<file path="src/rtl/core/wce_pkg.sv">
// Shared types and constants for the waveform column envelope block.
// Used by wce_mul and waveform_column_envelope_top.
`default_nettype none

package wce_pkg;

    // configuration port
    localparam int CFG_ADDR_W = 2;
    localparam int CFG_DATA_W = 16;

    typedef enum logic [CFG_ADDR_W-1:0] {
        CFG_GAIN   = 2'd0,
        CFG_WINDOW = 2'd1,
        CFG_HEIGHT = 2'd2
    } t_cfg_addr;

    localparam int GAIN_W   = 16;
    localparam int WINDOW_W = 13;
    localparam int HEIGHT_W = 10;

    localparam logic [GAIN_W-1:0]   GAIN_RESET   = 16'd4096;
    localparam logic [WINDOW_W-1:0] WINDOW_RESET = 13'd1;
    localparam logic [HEIGHT_W-1:0] HEIGHT_RESET = 10'd256;

    localparam int GAIN_FRAC = 12;
    localparam int SUM_W     = 32;

    // shared multiplier: 32 x 16 bits
    localparam int MUL_A_W = 32;
    localparam int MUL_B_W = 16;
    localparam int MUL_W   = MUL_A_W + MUL_B_W;

    typedef enum logic [3:0] {
        S_IDLE,
        S_SCALE,
        S_ACC,
        S_MUL_P,
        S_DIV_P,
        S_WAIT_P,
        S_MUL_N,
        S_DIV_N,
        S_WAIT_N,
        S_EMIT
    } t_state;

    typedef enum logic [1:0] {
        MUL_SEL_NONE,
        MUL_SEL_SAMPLE,
        MUL_SEL_POS,
        MUL_SEL_NEG
    } t_mul_sel;

    // sequencer controls for the datapath
    typedef struct packed {
        t_mul_sel mul_sel;
        logic     div_start;
    } t_seq_ctl;

endpackage

`default_nettype wire

</file>
<file path="src/rtl/core/waveform_column_envelope_top.sv">
// Waveform column envelope: per-window positive/negative averages turned into
// display rows. Depends on wce_pkg, wce_mul and wce_div.
//
// Input channel: i_in_valid / o_in_stall carry one signed sample per beat.
// Output channel: o_out_valid / i_out_stall carry one column (top and bottom
// row) per beat, once every samples_per_column samples.
// Configuration: i_cfg_we writes i_cfg_data to the register at i_cfg_addr
// (0 gain, 1 samples per column, 2 column height); write only while idle.
//
// Each sample passes through capture, scaling on the shared multiplier and
// accumulation. The sample that closes a window then runs both sides through
// the shared multiplier and the bit-serial divider, which gives one quotient
// bit per cycle; a side with no samples skips its division. o_in_stall is
// high for the whole of that work.
// A finished column sits in the output register; new samples are taken while
// it waits. If a second column is ready before the first leaves, the block
// holds in its emit step with o_in_stall high until i_out_stall drops.
// Reset clears the accumulators, restores the register defaults and
// drops o_out_valid.
`default_nettype none

module waveform_column_envelope_top
    import wce_pkg::*;
#(
    parameter int SAMPLE_BITS = 16,
    parameter int MAX_WINDOW  = 4096
) (
    input  wire logic                   i_clk,
    input  wire logic                   i_rst_n,
    input  wire logic                   i_cfg_we,
    input  wire logic [CFG_ADDR_W-1:0]  i_cfg_addr,
    input  wire logic [CFG_DATA_W-1:0]  i_cfg_data,
    input  wire logic                   i_in_valid,
    output logic                        o_in_stall,
    input  wire logic signed [SAMPLE_BITS-1:0] i_sample,
    output logic                        o_out_valid,
    input  wire logic                   i_out_stall,
    output logic      [HEIGHT_W-1:0]    o_top_row,
    output logic      [HEIGHT_W-1:0]    o_bottom_row
);

    localparam int CNT_W  = $clog2(MAX_WINDOW + 1);
    localparam int QUO_W  = MUL_W - SAMPLE_BITS;

    // configuration registers
    logic [GAIN_W-1:0]   r_gain;
    logic [WINDOW_W-1:0] r_window;
    logic [HEIGHT_W-1:0] r_height;

    t_state   r_state, n_state;
    t_seq_ctl ctl;

    logic                   r_neg;
    logic [SAMPLE_BITS-1:0] r_abs;
    logic [SUM_W-1:0]       r_sum_p, r_sum_n;
    logic [CNT_W-1:0]       r_cnt_p, r_cnt_n, r_pos;
    logic [QUO_W-1:0]       r_off_p, r_off_n;
    logic                   r_out_valid;
    logic [HEIGHT_W-1:0]    r_top, r_bot;

    logic                   in_beat, out_beat;
    logic [SAMPLE_BITS-1:0] sample_u, abs_in;
    logic [MUL_A_W-1:0]     mul_a;
    logic [MUL_B_W-1:0]     mul_b;
    logic [MUL_W-1:0]       prod;
    logic [SUM_W-1:0]       mag;
    logic [SUM_W:0]         add_sum;
    logic [SUM_W-1:0]       sat_sum;
    logic                   to_neg;
    logic [31:0]            win, pos_next;
    logic                   win_close;
    logic                   div_done;
    logic [QUO_W-1:0]       div_quot;
    logic [CNT_W-1:0]       div_den;
    logic                   out_free;
    logic [HEIGHT_W-1:0]    yc, top_row, bot_row;

    assign in_beat  = i_in_valid && !o_in_stall;
    assign out_beat = r_out_valid && !i_out_stall;
    assign out_free = !r_out_valid || !i_out_stall;

    always_ff @(posedge i_clk) begin
        if (!i_rst_n) begin
            r_gain   <= GAIN_RESET;
            r_window <= WINDOW_RESET;
            r_height <= HEIGHT_RESET;
        end else if (i_cfg_we) begin
            case (i_cfg_addr)
                CFG_GAIN:   r_gain   <= i_cfg_data[GAIN_W-1:0];
                CFG_WINDOW: r_window <= i_cfg_data[WINDOW_W-1:0];
                CFG_HEIGHT: r_height <= i_cfg_data[HEIGHT_W-1:0];
                default: ;
            endcase
        end
    end

    // magnitude of the sample; the most negative code yields 2^(SAMPLE_BITS-1)
    always_comb begin
        sample_u = i_sample;
        abs_in   = sample_u[SAMPLE_BITS-1] ? (~sample_u + SAMPLE_BITS'(1)) : sample_u;
    end

    always_comb begin
        case (ctl.mul_sel)
            MUL_SEL_SAMPLE: begin
                mul_a = MUL_A_W'(r_abs);
                mul_b = r_gain;
            end
            MUL_SEL_POS: begin
                mul_a = r_sum_p;
                mul_b = MUL_B_W'(r_height);
            end
            MUL_SEL_NEG: begin
                mul_a = r_sum_n;
                mul_b = MUL_B_W'(r_height);
            end
            default: begin
                mul_a = '0;
                mul_b = '0;
            end
        endcase
    end

    wce_mul u_mul (
        .i_clk  (i_clk),
        .i_a    (mul_a),
        .i_b    (mul_b),
        .o_prod (prod)
    );

    assign div_den = (r_state == S_DIV_N) ? r_cnt_n : r_cnt_p;

    wce_div #(
        .NUM_W (QUO_W),
        .DEN_W (CNT_W)
    ) u_div (
        .i_clk   (i_clk),
        .i_rst_n (i_rst_n),
        .i_start (ctl.div_start),
        .i_num   (prod[MUL_W-1:SAMPLE_BITS]),
        .i_den   (div_den),
        .o_done  (div_done),
        .o_quot  (div_quot)
    );

    // scaled magnitude, saturating accumulate, window close test
    always_comb begin
        mag     = (|prod[MUL_W-1:GAIN_FRAC+SUM_W]) ? '1 : prod[GAIN_FRAC+SUM_W-1:GAIN_FRAC];
        to_neg  = r_neg && (r_gain != '0);
        add_sum = {1'b0, to_neg ? r_sum_n : r_sum_p} + {1'b0, mag};
        sat_sum = add_sum[SUM_W] ? '1 : add_sum[SUM_W-1:0];

        if (r_window == '0) begin
            win = 32'd1;
        end else if (32'(r_window) > 32'(MAX_WINDOW)) begin
            win = 32'(MAX_WINDOW);
        end else begin
            win = 32'(r_window);
        end
        pos_next  = 32'(r_pos) + 32'd1;
        win_close = pos_next >= win;
    end

    // rows from the two offsets
    always_comb begin
        yc      = r_height >> 1;
        top_row = (r_off_p >= QUO_W'(yc)) ? '0 : HEIGHT_W'(yc - r_off_p[HEIGHT_W-1:0]);
        bot_row = (r_off_n >= QUO_W'(r_height - yc)) ?
                  r_height : HEIGHT_W'(yc + r_off_n[HEIGHT_W-1:0]);
    end

    always_ff @(posedge i_clk) begin
        if (!i_rst_n) begin
            r_state <= S_IDLE;
        end else begin
            r_state <= n_state;
        end
    end

    always_comb begin
        n_state = r_state;
        case (r_state)
            S_IDLE:   if (in_beat) n_state = S_SCALE;
            S_SCALE:  n_state = S_ACC;
            S_ACC:    n_state = win_close ? S_MUL_P : S_IDLE;
            S_MUL_P:  n_state = S_DIV_P;
            S_DIV_P:  n_state = (r_cnt_p == '0) ? S_MUL_N : S_WAIT_P;
            S_WAIT_P: if (div_done) n_state = S_MUL_N;
            S_MUL_N:  n_state = S_DIV_N;
            S_DIV_N:  n_state = (r_cnt_n == '0) ? S_EMIT : S_WAIT_N;
            S_WAIT_N: if (div_done) n_state = S_EMIT;
            S_EMIT:   if (out_free) n_state = S_IDLE;
            default:  n_state = S_IDLE;
        endcase
    end

    always_comb begin
        ctl.mul_sel   = MUL_SEL_NONE;
        ctl.div_start = 1'b0;
        o_in_stall    = 1'b1;
        case (r_state)
            S_IDLE:  o_in_stall = 1'b0;
            S_SCALE: ctl.mul_sel = MUL_SEL_SAMPLE;
            S_MUL_P: ctl.mul_sel = MUL_SEL_POS;
            S_DIV_P: ctl.div_start = (r_cnt_p != '0);
            S_MUL_N: ctl.mul_sel = MUL_SEL_NEG;
            S_DIV_N: ctl.div_start = (r_cnt_n != '0);
            default: ;
        endcase
    end

    always_ff @(posedge i_clk) begin
        if (in_beat) begin
            r_neg <= sample_u[SAMPLE_BITS-1];
            r_abs <= abs_in;
        end
        // an empty side has offset zero
        if (r_state == S_DIV_P && r_cnt_p == '0) r_off_p <= '0;
        if (r_state == S_WAIT_P && div_done)     r_off_p <= div_quot;
        if (r_state == S_DIV_N && r_cnt_n == '0) r_off_n <= '0;
        if (r_state == S_WAIT_N && div_done)     r_off_n <= div_quot;
        if (r_state == S_EMIT && out_free) begin
            r_top <= top_row;
            r_bot <= bot_row;
        end
    end

    always_ff @(posedge i_clk) begin
        if (!i_rst_n) begin
            r_sum_p     <= '0;
            r_sum_n     <= '0;
            r_cnt_p     <= '0;
            r_cnt_n     <= '0;
            r_pos       <= '0;
            r_out_valid <= 1'b0;
        end else begin
            if (r_state == S_EMIT && out_free) begin
                r_out_valid <= 1'b1;
            end else if (out_beat) begin
                r_out_valid <= 1'b0;
            end
            if (r_state == S_ACC) begin
                r_pos <= r_pos + CNT_W'(1);
                if (to_neg) begin
                    r_sum_n <= sat_sum;
                    r_cnt_n <= r_cnt_n + CNT_W'(1);
                end else begin
                    r_sum_p <= sat_sum;
                    r_cnt_p <= r_cnt_p + CNT_W'(1);
                end
            end
            // hand the column over and clear the window
            if (r_state == S_EMIT && out_free) begin
                r_sum_p     <= '0;
                r_sum_n     <= '0;
                r_cnt_p     <= '0;
                r_cnt_n     <= '0;
                r_pos       <= '0;
            end
        end
    end

    assign o_out_valid  = r_out_valid;
    assign o_top_row    = r_top;
    assign o_bottom_row = r_bot;

endmodule

`default_nettype wire

</file>
<file path="src/rtl/core/wce_mul.sv">
// Shared unsigned multiplier with a registered product.
// Depends on wce_pkg for operand widths.
`default_nettype none

module wce_mul
    import wce_pkg::*;
(
    input  wire logic               i_clk,
    input  wire logic [MUL_A_W-1:0] i_a,
    input  wire logic [MUL_B_W-1:0] i_b,
    output logic      [MUL_W-1:0]   o_prod
);

    logic [MUL_W-1:0] r_prod;

    always_ff @(posedge i_clk) begin
        r_prod <= MUL_W'(i_a) * MUL_W'(i_b);
    end

    assign o_prod = r_prod;

endmodule

`default_nettype wire

</file>
<file path="src/rtl/core/wce_div.sv">
// Restoring divider, one quotient bit per cycle.
// Standalone; the divisor must be non-zero.
`default_nettype none

module wce_div #(
    parameter int NUM_W = 32,
    parameter int DEN_W = 13
) (
    input  wire logic             i_clk,
    input  wire logic             i_rst_n,
    input  wire logic             i_start,
    input  wire logic [NUM_W-1:0] i_num,
    input  wire logic [DEN_W-1:0] i_den,
    output logic                  o_done,
    output logic      [NUM_W-1:0] o_quot
);

    localparam int CNT_W = $clog2(NUM_W + 1);

    logic             r_busy;
    logic             r_done;
    logic [CNT_W-1:0] r_cnt;
    logic [DEN_W-1:0] r_den;
    logic [DEN_W-1:0] r_rem;
    logic [NUM_W-1:0] r_quot;

    logic [DEN_W:0]   trial;
    logic             fits;
    logic [DEN_W-1:0] n_rem;

    always_comb begin
        trial = {r_rem, r_quot[NUM_W-1]};
        fits  = trial >= {1'b0, r_den};
        n_rem = fits ? DEN_W'(trial - {1'b0, r_den}) : trial[DEN_W-1:0];
    end

    always_ff @(posedge i_clk) begin
        if (!i_rst_n) begin
            r_busy <= 1'b0;
            r_done <= 1'b0;
            r_cnt  <= '0;
        end else begin
            r_done <= 1'b0;
            if (i_start) begin
                r_busy <= 1'b1;
                r_cnt  <= CNT_W'(NUM_W);
            end else if (r_busy) begin
                r_cnt <= r_cnt - CNT_W'(1);
                if (r_cnt == CNT_W'(1)) begin
                    r_busy <= 1'b0;
                    r_done <= 1'b1;
                end
            end
        end
    end

    // numerator shifts out at the top while quotient bits enter at the bottom
    always_ff @(posedge i_clk) begin
        if (i_start) begin
            r_den  <= i_den;
            r_rem  <= '0;
            r_quot <= i_num;
        end else if (r_busy) begin
            r_rem  <= n_rem;
            r_quot <= {r_quot[NUM_W-2:0], fits};
        end
    end

    assign o_done = r_done;
    assign o_quot = r_quot;

endmodule

`default_nettype wire
</file>
<file path="config.mk">
export PLATFORM = sky130hd
export DESIGN_NAME = waveform_column_envelope_top
export DESIGN_NICKNAME = d
export VERILOG_FILES = /design/src/rtl/core/wce_pkg.sv /design/src/rtl/core/waveform_column_envelope_top.sv /design/src/rtl/core/wce_mul.sv /design/src/rtl/core/wce_div.sv
export SDC_FILE = /design/constraint.sdc
export NUM_CORES = 2
export LEC_CHECK = 0
export BUFFER_PORTS_ARGS = -buffer_cell sky130_fd_sc_hd__buf_2
export CAP_MARGIN = 20
export CORE_ASPECT_RATIO = 0.9
export CORE_MARGIN = 5
export CORE_UTILIZATION = 45
export CTS_BUF_LIST = sky130_fd_sc_hd__clkbuf_4 sky130_fd_sc_hd__clkbuf_8
export DETAILED_ROUTE_END_ITERATION = 8
export PLACE_DENSITY = 0.64
export SYNTH_ARGS = -nofsm -noshare
export SYNTH_HDL_FRONTEND = slang
export SYNTH_SLANG_ARGS = --single-unit
</file>
<file path="constraint.sdc">
create_clock -name i_clk -period 6.9 [get_ports i_clk]
set_input_delay 0.69 -clock i_clk [delete_from_list [all_inputs] [get_ports i_clk]]
set_output_delay 0.69 -clock i_clk [all_outputs]
set_load 0.05 [all_outputs]
</file>
== Yosys cells after proc, flatten, opt, wreduce, memory -nomap -nowiden ==
Index checks and enable logic that the tools add are counted.
Word-level totals
  input bits: 39
  register bits after elaboration: 362
Operators by class
  add/subtract/negate cells: 11
  order comparisons: 5
  multipliers: 1
  mux-type cells: 36
  reduce and logical (&&, ||, !) cells: 34
  bitwise logic cells: 4
  equality and inequality tests: 19
Operators by type and width (count)
  two-way mux 32 bit: 9
  one-hot mux 32 bit (3 select lines): 1
  two-way mux 13 bit: 4
  multiplier 32 x 16 -> 48 bit: 1
  one-hot mux 4 bit (10 select lines): 1
  adder 13 x 1 -> 13 bit, second input constant: 3
  zero test 13 bit: 3
  adder 32 x 32 -> 33 bit: 1
  >= comparator 14 x 32 -> 1 bit: 1
  >= comparator 32 bit: 1
  >= comparator 32 x 9 -> 1 bit: 1
  one-hot mux 16 bit (2 select lines): 1
  nonzero test 13 bit: 2
  adder 16 x 1 -> 16 bit, second input constant: 1
  equality test 4 x 3 -> 1 bit, second input constant: 4
  two-way mux 4 bit: 4
  inverter 16 bit: 1
  nonzero test 16 bit: 1
  two-way mux 15 bit: 1
  adder 13 x 1 -> 14 bit, second input constant: 1
  >= comparator 14 x 13 -> 1 bit: 1
  > comparator 13 bit, second input constant: 1
  subtractor 13 bit: 1
  two-way mux 6 bit: 2
  29 further kinds: 63

== Depth between registers and ports, before layout ==
  depth in word-level cells: 6
  gate-level depth with buffers: 32

== By module ==
From an unflattened synthesis, not the netlist that was laid out.
Second synthesis, totals
  cell total of the unflattened synthesis: 3878
  area total of the unflattened synthesis: 35714.3 µm²
By module, submodules not included
  wce_mul: cells each 1929, area each 17126.4 µm², times used 1
  waveform_column_envelope_top: cells each 1655, area each 15173.3 µm², times used 1
  wce_div: cells each 294, area each 3414.5 µm², times used 1

== Worst setup path after synthesis ==
OpenSTA, ideal clock, no wires.
  kind: register to register
  from: register r_state[3]
  to: register u_mul.r_prod[43] (netlist: u_mul.o_prod[43])
  cell stages (with the launch flop): 29
  arrival: 7.347 ns
  data required time: 6.783 ns
  slack: -0.564 ns
  library setup time: 0.117 ns
  path through: dfxtp_1 -> and4bb_2 -> buf_6 -> or2_2 -> clkbuf_1 -> a22oi_1 -> clkbuf_1 -> nor2_1 -> fa_1 -> inv_1 -> fa_1 -> fa_1 -> inv_1 -> fa_1 -> fa_1 -> inv_1 -> fa_1 -> inv_1 -> ha_1 -> clkbuf_1 -> and3_1 -> and2_0 -> a221oi_1 -> nand4_1 -> or2_4 -> a31oi_4 -> o21ai_4 -> a31o_1 -> xor2_1
On the way
  cells in the longest elaborated chain, start to end: 6
Ends and longest elaborated chain
  start, declared: RTL line waveform_column_envelope_top.sv:50  | t_state r_state, n_state;
  start signal, assigned: RTL line waveform_column_envelope_top.sv:176  | r_state <= n_state;
  equality test 4 x 3 -> 1 bit, or another cell as far along: RTL line waveform_column_envelope_top.sv:201  | case (r_state)
  one-hot mux 2 bit (3 select lines) *: RTL line waveform_column_envelope_top.sv:201
  equality test 2 bit: RTL line waveform_column_envelope_top.sv:104  | case (ctl.mul_sel)
  OR reduction 2 bit (no line)
  one-hot mux 16 bit (2 select lines): RTL line waveform_column_envelope_top.sv:104
  multiplier 32 x 16 -> 48 bit *: RTL line wce_mul.sv:17  | r_prod <= MUL_W'(i_a) * MUL_W'(i_b);
  end signal, assigned: RTL line wce_mul.sv:17
  end, declared: RTL line wce_mul.sv:14  | logic [MUL_W-1:0] r_prod;
Mark *: on every way between the ends. The rest lies on a longest branch, timed or not.
A chain may end at the register's enable or synchronous reset.

== Worst setup path in the final report ==
  from: register r_state[0]
  to: register u_mul.r_prod[43] (netlist: u_mul.o_prod[43])
The elaborated chain is that of the path after synthesis.

==> metrics.csv <==
metric,value,unit
status,"finished, violations left",
violated checks,negative setup slack,
synth warn,0,
Die W,301.8,um
final hold vios,0,
"Seq/Total Area, Yosys",24.56,%
Area Growth Syn to Fin,19.40,%
CTS Hold Bufs,0,
Synth Area in XOR/XNOR,3.632,%
crit path DAT,7.71,ns
ys async rst share,0,%
Mapped Cells,3806,
RSZ-0062 raised after global routing,true,
root buf cell,clkbuf_8,
Hold Path Class,in2reg,
complex-gate fraction of the synthesized area,11.69,%
Slew headroom,24.57,%
filler instances,6947,
share of layout cells above drive strength 1,18.16,%
Crit-path slowest cell,fa_1,
FF+latch area,8481,sq um
setup TNS,-1.302,ns
Setup Skew,0.03757,ns
CTS max path bufs,3,
crit path capture type,register,
Die Ht,272.6,um
CORE AREA,76150,sq um
H-Tree Level Count,2,
Peak VDD IR,0.0001969,V
total track usage,23.75,%
Setup CP Type,reg2reg,
Hold EP,r_abs[0],
initial antenna violation count,5,
CTS Buf Count,61,
num ports,61,
DR DRC count,0,
simple-gate area share of the yosys netlist,16.38,%
vias in the first global route,27620,
Crit Reg-Reg Startpoint,r_state[0],
final slew viol count,0,
multiplexer area fraction after synthesis,2.279,%
number of max-cap violations,0,
top post-synthesis cells by count,"nand2_1, inv_1, fa_1, nor2_1, ha_1",
Worst Hold Launch,i_sample[0],
main combinational cell family by area after synthesis,adder cells,
die area,82280,sq um
slew of the pin with the lowest slew margin,1.131,ns
first-pass GRT wire length,154.6,mm
via count,27730,
Final HPWL DP,76.56,mm
clk sinks,350,
total iterations of the first detailed-routing run,5,
WL/cell,18.68,um
Post-synth EDFFs,146,
Buffers on Ports,60,
Final setup viols,13,
DRT Wirelength,98.87,mm
Clock Pin Slew Worst Setup and Hold Paths,0.06,ns
total global routing overflow,0,
Initial Util,45.28,%
DRT antenna net count,0,
synth top area cells,"fa_1, edfxtp_1, dfxtp_1",
worst hold path depth,1,
fin nets,4922,
syn_area_per_cell,9.061,sq um
"Top FF cell, synth",dfxtp_1,
synth unique cells,81,
register-to-register setup slack,-0.24,ns
post-synth top area cell,fa_1,
Worst R2R End,u_mul.o_prod[43],
footprint of the multi-input gates,24570,sq um
P per Cell Area,249.3,nW/um^2
Cell Rows,96,
worst-path fanout max,6,
Peak Freq,140.0,MHz
Critical Path RT,7.46,ns
worst hold slack,0.2064,ns
leakage power,18.89,nW
Setup crit start kind,register,
share of the synthesized area in the top cell type,24.50,%
FF-to-FF path depth,29,
post-synthesis cell area,34480,sq um
largest net degree at the start of global routing,61,
TritonCTS clock tree,built,
Final min period,7.145,ns
adder-cell share of the synthesized area,33.64,%
Avg Vias per Cell,5.240,
most frequent CP cell,fa_1,
placer congestion estimate,0.9425,
Synth Register Bits,350,
crit share post-route,103.5,%
clk_lat worst skew,0.70,ns
number of DRC markers in iteration 0,2283,
cell with the most instances after synthesis,nand2_1,
utilization after layout,54.07,%
slowest cell delay on critical path,0.61,ns
final setup margin,-0.2446,ns
## through the flow
stage | instance area (sq um) | total power (W) | std cells | setup WS, ns
final | 41180 | 0.01026 | 5292 | -0.2446
after global routing | 41180 | 0.01099 | 5292 | -0.4101
after CTS | 40470 | 0.009986 | 5261 | -0.2052
after detailed placement | 38360 | 0.007627 | 5120 | -0.4060
after global placement | 38360 | 0.007582 | 5120 | -0.3100
after floorplan | 35080 | 0.006155 | 3900 | -0.01625
## area by class of cell
cell class	instances	share of cell area [%]
Sequential cell	350	20.60
Antenna cell	1	0.006077
Clock buffer	79	2.519
Clock inverter	37	0.9359
Tap cell	1029	3.127
Multi-Input combinational cell	2841	59.67
Timing Repair Buffer	402	8.101
Inverter	553	5.041
## where the power goes
group / total [W] / internal (W) / switching, W
combinational: 0.00539 / 0.00224 / 0.00314
sequential: 0.00265 / 0.00242 / 0.000229
clock: 0.00223 / 0.00126 / 0.000967
total: 0.0103 / 0.00592 / 0.00434
## worst max-delay path, delay by kind of cell, from the launching register on
family                     cells  cell delay, ns
AOI/OAI and AO/OA              7            1.30
xor gates and xnor gates       1            0.15
and+or+nand+nor                5            0.96
buffers and inverters          9            0.92
adders and majority gates      7            3.32
DFF                            1            0.36
## cell families after synthesis
logic type                 after synthesis
other                                    2
adders and majority gates              674
and+or+nand+nor                       1244
AOI/OAI and AO/OA                      611
muxes                                   73
DFF                                    350
buffers and inverters                  709
xor gates and xnor gates               143
## how the worst max path moves through the flow
stage | startpoint | endpoint | slack (ns)
6_report | r_state[0] | u_mul.o_prod[43] | -0.24
5_1_grt | r_state[1] | u_mul.o_prod[43] | -0.41
4_1_cts | r_state[0] | u_mul.o_prod[43] | -0.21
3_5_place_dp | r_state[0] | u_mul.o_prod[43] | -0.41
3_3_place_gp | r_state[1] | u_mul.o_prod[43] | -0.31
2_1_floorplan | r_state[1] | u_mul.o_prod[43] | -0.02
## cells in the final DEF (no fill, tap or decap), types with 29 or more instances in the layout
master,count
nand2_1,552
inv_1,529
fa_1,394
buf_4,290
nor2_1,253
ha_1,233
dfxtp_1,200
edfxtp_1,146
a21oi_1,144
o21ai_0,123
and2_1,97
conb_1,96
xnor2_1,84
a21o_1,74
clkbuf_8,71
buf_2,60
nand2b_1,59
xor2_1,57
mux2_2,44
nand3_1,43
a21boi_0,38
a31oi_1,37
nand4_1,31
nor2b_1,29
mux2i_1,29
## routing by layer
metal | GRT usage [%] | vias up | wire [um]
met5 | 0 | - | 0
met4 | 7.276 | 0 | 3471
met3 | 3.725 | 189 | 6758
met2 | 37.89 | 927 | 44750
met1 | 33.49 | 13520 | 43890
li1 | - | 13090 | -
## timing repair
item	in CTS	in global routing
cloned	3	2
resized for setup	92	127
buffers inserted	24	30
pin swaps	87	77
endpoints found under the setup margin	21	25
## registers in the layout (all words and copies together), names as in the netlist, 16 cells and up
signal / count
r_off_p: 32
u_div.o_quot: 32
r_gain: 16
r_sum_p: 32
r_off_n: 32
r_abs: 16
r_sum_n: 32
u_mul.o_prod: 36
Power figures use the tool's default switching activity.
